**src/hdl/lpd_pkg.sv**
```systemverilog
`default_nettype none

package lpd_pkg;

  // item geometry
  localparam int LANES         = 4;
  localparam int COORD_BITS    = 16;
  localparam int SUM_BITS      = 48;
  localparam int DIFF_BITS     = COORD_BITS + 1;
  localparam int PROD_BITS     = SUM_BITS + DIFF_BITS;
  localparam int LANE_CNT_BITS = $clog2(LANES + 1);
  localparam int GRP_BITS      = SUM_BITS + $clog2(LANES);
  localparam int RUN_BITS      = GRP_BITS + 1;

  // exponent
  localparam int POW_BITS = 3;
  localparam int POW_MAX  = 4;
  localparam int MUL_BITS = 2;

  // configuration register indexes
  localparam int CFG_IDX_BITS = 1;
  localparam logic [CFG_IDX_BITS-1:0] CFG_POWER = 1'd0;
  localparam logic [CFG_IDX_BITS-1:0] CFG_LIMIT = 1'd1;

  // control from the sequencer to the merge stage
  typedef struct packed {
    logic capture;
    logic load;
    logic clear;
  } merge_ctrl_t;

endpackage

`default_nettype wire

```
**src/hdl/lpd_lane.sv**
```systemverilog
`default_nettype none

module lpd_lane (
  input  wire logic                                 clk_i,
  input  wire logic                                 rst_ni,
  input  wire logic                                 start_i,
  input  wire logic signed [lpd_pkg::COORD_BITS-1:0] coord_a_i,
  input  wire logic signed [lpd_pkg::COORD_BITS-1:0] coord_b_i,
  input  wire logic [lpd_pkg::MUL_BITS-1:0]          mul_cnt_i,
  output logic [lpd_pkg::SUM_BITS-1:0]               result_o,
  output logic                                       done_o
);
  import lpd_pkg::*;

  localparam logic [SUM_BITS-1:0] SUM_MAX = '1;

  logic signed [DIFF_BITS-1:0] diff;
  logic [DIFF_BITS-1:0]        mag;
  logic [DIFF_BITS-1:0]        base_q;
  logic [SUM_BITS-1:0]         r_q;
  logic [SUM_BITS-1:0]         r_d;
  logic [MUL_BITS-1:0]         cnt_q;
  logic                        busy_q;
  logic [PROD_BITS-1:0]        prod;

  // absolute difference of the pair
  always_comb begin
    diff = {coord_a_i[COORD_BITS-1], coord_a_i} - {coord_b_i[COORD_BITS-1], coord_b_i};
    mag  = diff[DIFF_BITS-1] ? DIFF_BITS'(-diff) : DIFF_BITS'(diff);
  end

  // one saturating multiply by the base per cycle
  always_comb begin
    prod = PROD_BITS'(r_q) * PROD_BITS'(base_q);
    r_d  = (prod[PROD_BITS-1:SUM_BITS] != '0) ? SUM_MAX : prod[SUM_BITS-1:0];
  end

  always_ff @(posedge clk_i or negedge rst_ni) begin
    if (!rst_ni) begin
      busy_q <= 1'b0;
      cnt_q  <= '0;
    end else if (start_i) begin
      busy_q <= 1'b1;
      cnt_q  <= mul_cnt_i;
    end else if (busy_q) begin
      if (cnt_q != '0) begin
        cnt_q <= cnt_q - 1'b1;
      end else begin
        busy_q <= 1'b0;
      end
    end
  end

  always_ff @(posedge clk_i) begin
    if (start_i) begin
      base_q <= mag;
      r_q    <= SUM_BITS'(mag);
    end else if (busy_q && cnt_q != '0) begin
      r_q <= r_d;
    end
  end

  assign result_o = r_q;
  assign done_o   = busy_q && (cnt_q == '0);

endmodule

`default_nettype wire

```
**config.mk**
```make
export PLATFORM = sky130hd
export DESIGN_NAME = lpd_lane
export DESIGN_NICKNAME = d
export VERILOG_FILES = /design/src/hdl/lpd_pkg.sv /design/src/hdl/lpd_lane.sv
export SDC_FILE = /design/constraint.sdc
export NUM_CORES = 2
export LEC_CHECK = 0
export ABC_AREA = 1
export BUFFER_PORTS_ARGS = -buffer_cell sky130_fd_sc_hd__buf_2
export CAP_MARGIN = 30
export CORE_UTILIZATION = 67
export CTS_CLUSTER_SIZE = 30
export DETAILED_ROUTE_END_ITERATION = 7
export PLACE_DENSITY = 0.95
export SYNTH_ARGS = -nofsm -noshare
export SYNTH_HDL_FRONTEND = slang
export SYNTH_SLANG_ARGS = --single-unit
export TNS_END_PERCENT = 100
```
**constraint.sdc**
```tcl
create_clock -name clk_i -period 7.39 [get_ports clk_i]
set_input_delay 1.478 -clock clk_i [delete_from_list [all_inputs] [get_ports clk_i]]
set_output_delay 1.478 -clock clk_i [all_outputs]
set_load 0.02 [all_outputs]
```
==> Word level (Yosys, flattened, before mapping) <==
Index checks and enable logic that the tools add are counted.
{ "word_totals": {"output_inout_bits": 49, "ff_bits": 68} }
{ "op_classes": {"add_sub_neg": 3, "multipliers": 1, "reduce_logical": 9, "n_mux": 10} }
{ "op_table": {"columns": ["operator", "count"], "rows": [
  ["48-bit by 17-bit multiplier with 65-bit output", 1],
  ["17-bit two-way mux", 3],
  ["48-bit two-way mux", 1],
  ["17-bit negator", 1],
  ["17-bit nonzero test", 1],
  ["16-bit by 16-bit subtractor with 17-bit output", 1],
  ["2-bit nonzero test", 4],
  ["2-bit two-way mux", 3],
  ["1-bit two-way mux", 3],
  ["1-bit logical AND", 2],
  ["2-bit logical NOT", 1],
  ["2-bit AND reduction", 1],
  ["2-bit by 1-bit subtractor with 2-bit output (second input constant)", 1]
]} }

==> Depth between registers and ports, before layout <==
{ "depth": {"word_depth": 5, "depth_mapped": 38, "ltp_nobuf": 35} }

==> Least setup slack after synthesis <==
Ideal clock, no wire load.
{ "synth_path": {"path_kind": "register to register", "startpoint": "register r_q[33] (netlist: result_o[33])", "endpoint": "register r_q[11] (netlist: result_o[11]) (data pin)", "arrival_ns": 6.195, "n_path_buf": 4, "synth_period_minus_slack_ns": 6.444, "stages_incl_launch_ff": 31, "required_ns": 7.141, "slack_ns": 0.946, "setup_ns": 0.249, "path_cell_list": "dfxtp_1 -> clkbuf_1 -> clkbuf_1 -> nand2_1 -> fa_1 -> inv_1 -> fa_1 -> inv_1 -> fa_1 -> inv_1 -> fa_1 -> fa_1 -> inv_1 -> fa_1 -> inv_1 -> ha_1 -> nand2_1 -> inv_1 -> a21oi_1 -> nand2_1 -> o21bai_1 -> a21oi_1 -> nand3_1 -> nand2_1 -> nand3b_4 -> nor2_2 -> buf_6 -> buf_6 -> nand3_2 -> nand2_1 -> inv_1"} }
{ "synth_via": {"elab_chain_len": 5} }
{ "synth_rtl": {"columns": ["element", "line", "text"], "rows": [
  ["from (decl)", "lpd_lane.sv:20", "logic [SUM_BITS-1:0] r_q;"],
  ["from (signal assigned)", "lpd_lane.sv:57", "r_q <= SUM_BITS'(mag);"],
  ["from (signal assigned)", "lpd_lane.sv:59", "r_q <= r_d;"],
  ["48-bit by 17-bit multiplier with 65-bit output", "lpd_lane.sv:34", "prod = PROD_BITS'(r_q) * PROD_BITS'(base_q);"],
  ["17-bit nonzero test", "lpd_lane.sv:35", "r_d = (prod[PROD_BITS-1:SUM_BITS] != '0) ? SUM_MAX : prod[SUM_BITS-1:0];"],
  ["48-bit two-way mux", "lpd_lane.sv:35", null],
  ["17-bit two-way mux", "lpd_lane.sv:58", "end else if (busy_q && cnt_q != '0) begin"],
  ["17-bit two-way mux", "lpd_lane.sv:55", "if (start_i) begin"]
]} }
Every way passes these cells. The select of a mux whose other input is x is not followed.
A chain may end at the register's enable or synchronous reset.

==> Worst setup path in the final report <==
{ "layout_path": {"startpoint": "register r_q[23] (netlist: result_o[23])", "endpoint": "register r_q[4] (netlist: result_o[4]) (data pin)"} }
Same word-level chain as after synthesis.

==> results <==
- The detailed placement HPWL is 76.1 mm.
- The number of different library cells used by synthesis comes to 44.
- The final clock skew is 0.0178 ns.
- The total routing resource utilization after global routing is 0.398.
- The number of buffers and inverters on the critical path is 6.
- The core region is roughly 48000 um2.
- For this run, the slowest stage of the critical path takes roughly 0.85 ns.
- In the final layout, the share of cells above drive strength 1 is 0.0617.
- The startpoint identified for the worst hold timing path is cnt_q[0]$_DFFE_PN0P_.
- STA puts the critical path data required time at between 7 and 8 ns.
- The floorplan has 80 rows.
- The kind of path behind the tightest hold check is flip-flop to flip-flop.
- Setup repair after global routing left no endpoint under its margin.
- At the pin with the least slew margin, the transition time is 0.831 ns.
- The hold violation total from the final report is 0.
- The total CTS buffers is 9.
- After detailed routing, the total wire length is 94.1 mm.
- The primary flip-flop cell chosen by synthesis mapping is sky130_fd_sc_hd__edfxtp_1.
- TritonCTS built the clock tree.
- The initial utilization of the core area, before any placement, comes to 0.681.
- The cell count after synthesis came out at 4648.
- Of the synthesized area, sequential elements account for 0.0527.
- The critical path startpoint category is a flip-flop.
- The die width is 223 um.
- The clock input transition at the sequential cells of the worst setup and hold paths is 0.07 ns.
- The floorplan die height is 223 um.
- The number of I/O port buffers is 85.
- The aggregate negative setup slack is 0 ns.
- Max-cap violations in this run came to 0.
- Routability-driven placement finished with a final weighted congestion of 1.04.
- The maximum count of clock buffers along a single path is 2.
- For the worst-skew pair, the clock arrives at the later sink with an insertion delay of 0.36 ns.
- The final instance area is 34100 um2.
- On the critical path the largest part of the delay comes from adder cells.
- After global routing the overflow that remains totals 0.
- The number of ports placed on the die boundary is 86.
- Summing every instance area after synthesis gives between 30000 and 40000 um2.
- The number of antenna-violating nets in the routed design is 0.
- The critical path class is flip-flop to flip-flop.
- In this run, the number of DRC markers left after iteration 0 of detailed routing was 2876.
- The post-place instance area is 33800 um2.
- In this design, the critical path's most frequently occurring cell is sky130_fd_sc_hd__nand2_1.
- The first global-routing pass estimated 155 mm of wire.
- The peak clock frequency supported by timing is 0.139 GHz.
- The share of flip-flops with an asynchronous set or reset after synthesis is 0.0441.
- The via count of the first global-routing pass came to 31.4k.
- The flow ran to the end, and the final reports show no timing, DRC or antenna violations.
- The average cell area after synthesis is 7.01 um2.
- The per-cell routed wire length is about 18 um.
- In the finished design, the share of the clock period the worst path needs comes to 0.970.
- For the worst setup path, the data arrival time is 7.29 ns.
- The peak fanout along the critical path is 39.
- The critical path starts at result_o[23]$_SDFFE_PP0P_.
- The number of design rule violations left after detail routing is 0.
- The sort of element at the end of the critical path is a flip-flop.
- The synthesized design contains 34 enable-type register cells.
- The vias per cell is 5.53.
- The startpoint identified for the worst register-to-register timing path is result_o[23]$_SDFFE_PP0P_.
- The largest net degree at the start of global routing is 49.
- The number of pins with negative max-slew slack in the final report is 0.
- The clock root buffer master is sky130_fd_sc_hd__clkbuf_16.
- The layout net count is roughly 5.5k.
- The area growth from synthesis to layout is 4.80%.
- The number of clock sinks is 68.
- The count of state elements after synthesis is between 60 and 70.
- The total via count in the routed design is 29.0k.
- The initial antenna violation count is 0.
- When the netlist entered floorplanning its net count stood at roughly 5.5k.
- The worst path in the final design needs a cycle of 7.17 ns, including I/O delays and setup.
- 0 antenna diodes ended up in the layout.
- The die covers roughly 50000 um2.
- The number of H-tree levels is 3.
- For this run, the number of Yosys warnings is 0.
- The relative slew slack is 0.445.
- The number of search-and-repair iterations in the first detailed-routing pass is 6.
- The number of endpoints failing setup at the final stage is 0.
- The highest-delay cell along the critical path is sky130_fd_sc_hd__dfxtp_1.
-- logic make-up after synthesis --
family,share of synthesized area
AND/OR/NAND/NOR,0.231
buffers and inverters,0.198
adder cells (fa/ha/maj),0.484
AO/OA/AOI/OAI,0.0231
flip-flops,0.0527
XOR/XNOR,0.0110
-- synthesized netlist by cell type (21+ instances only) --
| cell | count | area share |
|---|---|---|
| sky130_fd_sc_hd__inv_1 | 1472 | 0.17 |
| sky130_fd_sc_hd__nand2_1 | 1419 | 0.16 |
| sky130_fd_sc_hd__fa_1 | 690 | 0.42 |
| sky130_fd_sc_hd__nor2_1 | 219 | 0.025 |
| sky130_fd_sc_hd__clkbuf_1 | 174 | 0.020 |
| sky130_fd_sc_hd__ha_1 | 157 | 0.060 |
| sky130_fd_sc_hd__nand3_1 | 112 | 0.017 |
| sky130_fd_sc_hd__a21oi_1 | 72 | 0.011 |
| sky130_fd_sc_hd__edfxtp_1 | 34 | 0.031 |
| sky130_fd_sc_hd__dfxtp_1 | 31 | 0.019 |
| sky130_fd_sc_hd__o21ai_0 | 28 | 0.0043 |
| sky130_fd_sc_hd__xor2_1 | 26 | 0.0070 |
| sky130_fd_sc_hd__nand3_2 | 24 | 0.0074 |
| sky130_fd_sc_hd__nor2_2 | 21 | 0.0040 |
-- flip-flops by register name, summed over array words and instances, names as in the netlist --
register / flops
base_q: 17
cnt_q: 2
busy_q: 1
result_o: 48
-- metrics by stage --
step	instances	util	hold slack [ns]	setup slack, ns
2_1_floorplan	4648	-	0.478	0.946
3_3_place_gp	5232	0.706	0.498	0.482
3_5_place_dp	5232	0.706	0.515	0.315
4_1_cts	5248	0.712	0.526	0.297
5_1_grt	5252	0.714	0.535	0.0146
6_report	5252	0.714	0.523	0.219
-- routing by layer --
layer | share of wire | global-route usage | vias to the layer above | wire, um
met5 | 0 | 0 | - | 0
met4 | 0.053 | 0.198 | 0 | 4990
met3 | 0.12 | 0.0698 | 442 | 11000
met2 | 0.47 | 0.653 | 2033 | 44400
met1 | 0.36 | 0.511 | 13724 | 33700
li1 | - | - | 12823 | -
-- area by class of cell --
type                            count  area [um2]
Clock inverter                      7        80.1
Clock buffer                        9         225
Inverter                         1490        5590
Tap cell                          615         769
Timing Repair Buffer              179        1320
Sequential cell                    68        1720
Fill cell                        3523       13700
Multi-Input combinational cell   2884       24400
-- worst reg2reg max path, delay by kind of cell, from the launching register on --
kind                       cells  cell delay [ns]
and+or+nand+nor               14             1.90
AOI/OAI and AO/OA              1             0.25
adders and majority gates      7             3.44
buffers and inverters          6             0.52
DFF                            1             0.85
-- repair_timing --
item | in CTS | in global routing
hold buffers | 0 | 0
resized for setup | 0 | 1
endpoints found under the setup margin | 0 | 18
setup buffers | 0 | 4
-- layout by cell type (no fill, tap or decap), drive strengths merged, types with 2 or more instances in the layout --
cell type and instances:
buf 179, nor3 23, ha 157, inv 1494
a31oi 9, o211ai 2, nand3b 5, fa 690
nand2 1428, nor4 2, dfrtp 3, a21o 3
dfxtp 31, nor2 242, o21a 4, xnor2 15
o21bai 11, o21ai 29, nor3b 2, or2 6
nand4 17, xor2 26, a21oi 72, clkinvlp 2
nand3 136, edfxtp 34, clkbuf 9
-- final timing paths --
path / endpoint / slack (ns) / depth (start not counted)
hold reg to reg: cnt_q[0]$_DFFE_PN0P_ / 0.52 / 1
max in group asynchronous: cnt_q[0]$_DFFE_PN0P_ / 6.37 / 1
hold / removal: cnt_q[0]$_DFFE_PN0P_ / 0.52 / 1
min in group asynchronous: busy_q$_DFF_PN0_ / 0.91 / 1
setup reg to reg: result_o[4]$_DFFE_PP_ / 0.22 / 28
setup / recovery: result_o[4]$_DFFE_PP_ / 0.22 / 28
Power is left out: the tool's default activity adds up to more than one toggle a clock period on the data nets, which glitch-free logic cannot reach.
