<file path="src/hdl/lpd_pkg.sv">
`default_nettype none

package lpd_pkg;

  // item geometry
  localparam int LANES         = 4;
  localparam int COORD_BITS    = 16;
  localparam int SUM_BITS      = 48;
  localparam int DIFF_BITS     = COORD_BITS + 1;
  localparam int PROD_BITS     = SUM_BITS + DIFF_BITS;
  localparam int LANE_CNT_BITS = $clog2(LANES + 1);
  localparam int GRP_BITS      = SUM_BITS + $clog2(LANES);
  localparam int RUN_BITS      = GRP_BITS + 1;

  // exponent
  localparam int POW_BITS = 3;
  localparam int POW_MAX  = 4;
  localparam int MUL_BITS = 2;

  // configuration register indexes
  localparam int CFG_IDX_BITS = 1;
  localparam logic [CFG_IDX_BITS-1:0] CFG_POWER = 1'd0;
  localparam logic [CFG_IDX_BITS-1:0] CFG_LIMIT = 1'd1;

  // control from the sequencer to the merge stage
  typedef struct packed {
    logic capture;
    logic load;
    logic clear;
  } merge_ctrl_t;

endpackage

`default_nettype wire

</file>
<file path="src/hdl/lpd_merge.sv">
`default_nettype none

module lpd_merge (
  input  wire logic                                              clk_i,
  input  wire logic                                              rst_ni,
  input  wire lpd_pkg::merge_ctrl_t                              ctrl_i,
  input  wire logic [lpd_pkg::LANES-1:0][lpd_pkg::SUM_BITS-1:0] lane_pow_i,
  input  wire logic [lpd_pkg::LANE_CNT_BITS-1:0]                 lanes_i,
  input  wire logic [lpd_pkg::SUM_BITS-1:0]                      limit_i,
  output logic [lpd_pkg::SUM_BITS-1:0]                           sum_o,
  output logic                                                   over_o
);
  import lpd_pkg::*;

  localparam logic [SUM_BITS-1:0] SUM_MAX = '1;

  logic [GRP_BITS-1:0] group_d;
  logic [GRP_BITS-1:0] group_q;
  logic [SUM_BITS-1:0] running_q;
  logic [RUN_BITS-1:0] total;

  // exact sum over the valid lanes
  always_comb begin
    group_d = '0;
    for (int i = 0; i < LANES; i++) begin
      if (LANE_CNT_BITS'(i) < lanes_i) begin
        group_d = group_d + GRP_BITS'(lane_pow_i[i]);
      end
    end
  end

  always_ff @(posedge clk_i) begin
    if (ctrl_i.capture) begin
      group_q <= group_d;
    end
  end

  // add into the running sum, clamp, check the limit
  always_comb begin
    total  = RUN_BITS'(running_q) + RUN_BITS'(group_q);
    sum_o  = (total > RUN_BITS'(SUM_MAX)) ? SUM_MAX : total[SUM_BITS-1:0];
    over_o = (limit_i != '0) && (sum_o > limit_i);
  end

  always_ff @(posedge clk_i or negedge rst_ni) begin
    if (!rst_ni) begin
      running_q <= '0;
    end else if (ctrl_i.clear) begin
      running_q <= '0;
    end else if (ctrl_i.load) begin
      running_q <= sum_o;
    end
  end

endmodule

`default_nettype wire

</file>
<file path="config.mk">
export PLATFORM = sky130hd
export DESIGN_NAME = lpd_merge
export DESIGN_NICKNAME = d
export VERILOG_FILES = /design/src/hdl/lpd_pkg.sv /design/src/hdl/lpd_merge.sv
export SDC_FILE = /design/constraint.sdc
export NUM_CORES = 1
export LEC_CHECK = 0
export BUFFER_PORTS_ARGS = -buffer_cell sky130_fd_sc_hd__buf_4
export CAP_MARGIN = 15
export CORE_MARGIN = 2
export CORE_UTILIZATION = 45
export CTS_BUF_LIST = sky130_fd_sc_hd__clkbuf_8
export CTS_CLUSTER_SIZE = 14
export DETAILED_ROUTE_END_ITERATION = 16
export PLACE_DENSITY_LB_ADDON = 0.05
export SETUP_SLACK_MARGIN = 0.3
export SYNTH_ARGS = -nofsm -noshare
export SYNTH_HDL_FRONTEND = slang
export SYNTH_SLANG_ARGS = --single-unit
</file>
<file path="constraint.sdc">
create_clock -name clk_i -period 6.65 [get_ports clk_i]
set_input_delay 0.9975 -clock clk_i [delete_from_list [all_inputs] [get_ports clk_i]]
set_output_delay 0.9975 -clock clk_i [all_outputs]
set_load 0.02 [all_outputs]
</file>
# After elaboration in Yosys (flattened, before gate mapping)
# Index checks and enable logic that the tools add are counted.
# totals
reg_bits	98
input_bits	248
out_inout_bits	49
wordCells	22
# op_classes
add_sub_neg	4
order_cmp	6
n_mux	7
n_reduce_logical	3
# ops
cell	n
48-bit two-way mux	4
50-bit by 48-bit adder with 50-bit output	3
50-bit two-way mux	3
48-bit by 50-bit adder with 51-bit output	1
51-bit by 48-bit > comparator with 1-bit output (second input constant)	1
48-bit > comparator	1
48-bit nonzero test	1
1-bit by 3-bit < comparator with 1-bit output (first input constant)	2
2-bit by 3-bit < comparator with 1-bit output (first input constant)	2
2-bit nonzero test	1
1-bit logical AND	1

# Depth between registers and ports, before layout
# logic_depth
ltp_word	8
ltp_mapped	42
ltp_nobuf	37

# Worst setup path before layout
# No wires, ideal clock.
# synth_path
kind	input-to-reg
startpoint	in lanes_i[0] in the netlist's numbering
endpoint	reg group_q[49] (data pin)
setup_time_ns	0.265
arrival_time_ns	9.442
required_ns	6.385
setup_slack_ns	-3.057
stages	39
n_path_buf	6
cell_sequence	buf_2 buf_6 or3_1 clkbuf_1 clkbuf_1 and2_1 ha_1 fa_1 o21ai_0 o22ai_2 a211oi_4 o21ai_4 o41ai_4 o21bai_1 xor2_1 o21a_1 mux2i_1 ha_1 [... 3 more ...] nor4_1 a31oi_1 a2111oi_2 o311a_1 nor2_1 xor2_1 mux2_2 ha_1 clkbuf_1 nand4_1 or3_1 o22a_1 o211ai_1 a31o_2 a21oi_1 nor4b_1 nor3_1 or3_1
# synth_via
elab_chain_len	8
elab_cells_between_ends	11
cone_classes	add/sub: 3; order compare: 4; mux: 4
# synth_rtl
item	line_no	text
start, declared	lpd_merge.sv:8	input wire logic [lpd_pkg::LANE_CNT_BITS-1:0] lanes_i,
1-bit by 3-bit < comparator with 1-bit output	lpd_merge.sv:26	if (LANE_CNT_BITS'(i) < lanes_i) begin
48-bit two-way mux	lpd_merge.sv:26	
50-bit by 48-bit adder with 50-bit output	lpd_merge.sv:27	group_d = group_d + GRP_BITS'(lane_pow_i[i]);
50-bit two-way mux	lpd_merge.sv:26	
50-bit by 48-bit adder with 50-bit output	lpd_merge.sv:27	
50-bit two-way mux	lpd_merge.sv:26	
50-bit by 48-bit adder with 50-bit output	lpd_merge.sv:27	
50-bit two-way mux *	lpd_merge.sv:26	
via group_d[49]	lpd_merge.sv:17	logic [GRP_BITS-1:0] group_d;
end signal, assigned	lpd_merge.sv:34	group_q <= group_d;
end, declared	lpd_merge.sv:18	logic [GRP_BITS-1:0] group_q;
# The timed path passes the listed nets; every way through them passes the cells marked *.
# A chain may end at the register's enable or synchronous reset.

# Final worst setup path
# Same ends and word-level chain as after synthesis.

==> results.md <==
| Quantity | Reported |
| --- | --- |
| Static Leakage | 13.8 nW |
| Final weighted congestion of routability-driven global placement | 0.999 |
| Die height | 206 microns |
| Worst Hold Endpoint | running_q[35] |
| Violated checks | negative setup slack |
| Placeable Area | 40000 sq um |
| Global route total overflow | 0 |
| Layout Area Growth over Synthesis | 56.4% |
| Sequential share of the synthesized area | 0.147 |
| Minimum clock period | 8.25 ns |
| Yosys top cell area share | 0.161 |
| Post-synthesis cell area | 18400 sq um |
| Number of antenna violations at the first check in global routing | 1 |
| Slew of the pin with the lowest slew margin | 1.07 ns |
| Horizontal extent of the die | 206 microns |
| Mapped Cells | 2442 |
| Worst hold path depth | 2 |
| Count of standard-cell rows | 73 |
| Number of flops mapped to enable cells by yosys | 50 |
| Result of the run | complete, but fails checks |
| Placed insts | 3843 |
| Min-delay worst type | reg2reg |
| Data required time at the worst endpoint | 6.83 ns |
| Slowest cell delay on critical path | 0.42 ns |
| Number of routed nets with antenna violations | 0 |
| Clock latency at the later pin of the worst-skew pair | 0.42 ns |
| Arrival time of data at the critical path endpoint | 8.43 ns |
| Synth warn | 0 |
| Pin count of the biggest net entering global routing | 91 |
| Met2 demand-to-capacity share in global routing | 0.541 |
| Total via count in the routed design | 22227 |
| Total number of nets in the final design | 3910 |
| Starting utilization of the core area | 0.459 |
| Cell Pwr Density | 332 nW/um^2 |
| Top-level I/O count | 297 |
| Clock tree from TritonCTS | built |
| Min Hold Slack | 0.564 ns |
| Area taken by multi-input logic gates | 16300 sq um |
| Layout cell share with drive strength beyond 1 | 0.418 |
| Number of vias per cell after detailed routing | 5.62 |
| Critical-path cell with the highest stage delay | sky130_fd_sc_hd__or3_4 |
| Most frequent cells after synthesis | sky130_fd_sc_hd__a21oi_1 (242), sky130_fd_sc_hd__ha_1 (236), sky130_fd_sc_hd__nand2_1 (233), sky130_fd_sc_hd__nor2_1 (202), sky130_fd_sc_hd__o21ai_0 (150) |
| Layout Cells excl Fill | 3953 |
| Vias in the first global route | 21818 |
| Final-layout fill cell count | 3242 |
| Kind of end point of the critical path | register |
| Clock transition at path regs | 0.10 ns |
| 1st-iter DRT viols | 1261 |
| Met3 capacity usage during global routing | 0.0281 |
| Final number of hold-violating endpoints | 0 |
| Half-perimeter wire length of the detailed placement result | 56900 microns |
| Area taken by flip-flops and latches | 2700 sq um |
| Achievable clock frequency | 121 MHz |
| Final Slew Violations | 0 |
| Total CTS buffers | 9 |
| Wire length of the first global-routing pass | 110000 microns |
| Top cells by area in the synthesized netlist | sky130_fd_sc_hd__ha_1 (16%), sky130_fd_sc_hd__edfxtp_1 (8.2%), sky130_fd_sc_hd__a21oi_1 (6.6%) |
| Ys async rst share | 0.490 |
| PnR worst setup slack | -1.60 ns |
| Global-route layer with the greatest usage | met2 |
| Fraction of met1 tracks used by global routing | 0.432 |
| Number of sinks on the clock net | 98 |
| Setup Viol. Count Final | 35 |
| Hold_sp | running_q[35] |
| Launching point of the worst reg2reg path | running_q[0] |
| Setup repair after global routing missed its margin | yes |
| Top cell type by total area after synthesis | sky130_fd_sc_hd__ha_1 |
| Total Routing Usage GR | 0.324 |
| Netlist cell types | 89 |
| First-pass iteration count of the detailed router | 5 |
| Number of cells on the worst reg-to-reg path | 17 |
| Most frequent cell after synthesis | sky130_fd_sc_hd__a21oi_1 |
| Critical register-to-register path endpoint | running_q[47] |
| CTS max path bufs | 2 |
| Maximum capacitance violations | 0 |
| Number of H-tree levels | 3 |
| Setup clock skew after layout | 0.0178 ns |
| Pwr Total | 9.52 mW |
| Part of the cycle the worst path needs | 1.24 |
| Final routed DRC violation total | 0 |
| Root cell of the clock tree | sky130_fd_sc_hd__clkbuf_8 |
| Overall die area | 42400 sq um |
| Post-Synthesis Net Count | 2930 |
| Routed len/inst | 18.1 microns |
| Peak fanout along the critical path | 7 |
| Post-Route Setup TNS | -32.70 ns |
| Minimum setup slack among reg-to-reg paths | 2.57 ns |
| #FFs+latches synth | 98 |
| Mean instance size in the synthesized netlist | 7.52 sq um |
| Max IR drop VDD | 0.162 mV |
| Headroom to the max-slew limit | 0.289 |
| Total detailed-routing wirelength | 71500 microns |
| Crit path launch type | input port |
| Most frequently used flop master after synthesis | sky130_fd_sc_hd__edfxtp_1 |
| Crit Path Category | in2reg |
| Count of input and output buffers | 296 |
worst max-delay path: cells and delay by family:
family / cells / cell delay, ns
adders and majority gates: 4 / 1.24
and+or+nand+nor: 8 / 1.95
buffers and inverters: 6 / 0.89
AOI/OAI and AO/OA: 16 / 2.92
xor gates and xnor gates: 2 / 0.29
muxes: 1 / 0.12
what timing repair did:
item                       4_1_cts  5_1_grt
hold buffers                     0        0
setup endpoints to repair       41       40
pin swaps                       99       84
resized for setup              214      114
setup buffers                   67       24
gates cloned                     2        0
state kept, by name (all words and copies together) (netlist names):
signal,flops
running_q,48
group_q,50
cell families after synthesis:
group	synth area share
XOR/XNOR	0.0883
multiplexers	0.0402
buffers and inverters	0.0489
adder cells (fa/ha/maj)	0.168
flip-flops	0.147
AND/OR/NAND/NOR	0.206
AO/OA/AOI/OAI	0.302
metal layers:
layer / vias up / wire [microns]
met5: - / 0
met4: 0 / 2680
met3: 122 / 3780
met2: 709 / 32900
met1: 10375 / 32100
li1: 11021 / -
metrics by stage:
step / utilization / worst slack, ns / cell area (sq um)
2_1_floorplan: - / -2.36 / 18600
3_3_place_gp: 0.657 / -2.10 / 26300
3_5_place_dp: 0.657 / -2.37 / 26300
4_1_cts: 0.698 / -1.37 / 27900
5_1_grt: 0.718 / -1.83 / 28700
6_report: 0.718 / -1.60 / 28700
cell type report:
cell class,instances,share of cell area
multi-input cells,2111,0.569
repair buffers,1095,0.293
flip-flops and latches,98,0.0941
well taps,525,0.0229
inverters,107,0.0140
clock buffers,9,0.00431
clock inverters,7,0.00244
diodes,1,0.0000871
worst max-delay path by stage:
stage	start	to	slack, ns	depth (start not counted)
detailed placement	lanes_i[0]	group_q[49]	-2.37	34
CTS	lanes_i[0]	group_q[49]	-1.37	35
global placement	lanes_i[0]	group_q[49]	-2.10	35
floorplan	lanes_i[0]	group_q[49]	-2.36	39
finish	lanes_i[0]	group_q[49]	-1.60	37
global route	lanes_i[0]	group_q[49]	-1.83	38
cells in the final DEF, fill, tap and decap left out, types with 11 or more instances in the layout:
master,instances
sky130_fd_sc_hd__a211oi_1,20
sky130_fd_sc_hd__a21o_1,119
sky130_fd_sc_hd__a21oi_1,181
sky130_fd_sc_hd__a21oi_2,56
sky130_fd_sc_hd__a311oi_1,39
sky130_fd_sc_hd__a31oi_1,21
sky130_fd_sc_hd__and2_1,52
sky130_fd_sc_hd__and3_1,21
sky130_fd_sc_hd__buf_4,1056
sky130_fd_sc_hd__buf_6,34
sky130_fd_sc_hd__dfrtp_1,48
sky130_fd_sc_hd__edfxtp_1,50
sky130_fd_sc_hd__ha_1,205
sky130_fd_sc_hd__ha_4,26
sky130_fd_sc_hd__inv_1,106
sky130_fd_sc_hd__mux2_2,39
sky130_fd_sc_hd__mux2_4,15
sky130_fd_sc_hd__mux2i_1,12
sky130_fd_sc_hd__nand2_1,218
sky130_fd_sc_hd__nand2_2,12
sky130_fd_sc_hd__nand2b_1,30
sky130_fd_sc_hd__nand3_1,44
sky130_fd_sc_hd__nand4_1,52
sky130_fd_sc_hd__nor2_1,189
sky130_fd_sc_hd__nor2b_1,31
sky130_fd_sc_hd__nor3_1,24
sky130_fd_sc_hd__nor4_1,19
sky130_fd_sc_hd__o211ai_1,12
sky130_fd_sc_hd__o21a_1,32
sky130_fd_sc_hd__o21ai_0,95
sky130_fd_sc_hd__o21ai_1,40
sky130_fd_sc_hd__o21ai_2,19
sky130_fd_sc_hd__o21bai_1,26
sky130_fd_sc_hd__o31ai_1,15
sky130_fd_sc_hd__or2_2,11
sky130_fd_sc_hd__or3_1,12
sky130_fd_sc_hd__xnor2_1,109
sky130_fd_sc_hd__xor2_1,64
where the power goes:
part / leakage [nW] / internal, mW / switching (mW)
Combinational: 12.6 / 4.12 / 4.04
Sequential: 1.09 / 0.871 / 0.0949
Clock: 0.0905 / 0.172 / 0.221
Power figures use the tool's default switching activity.
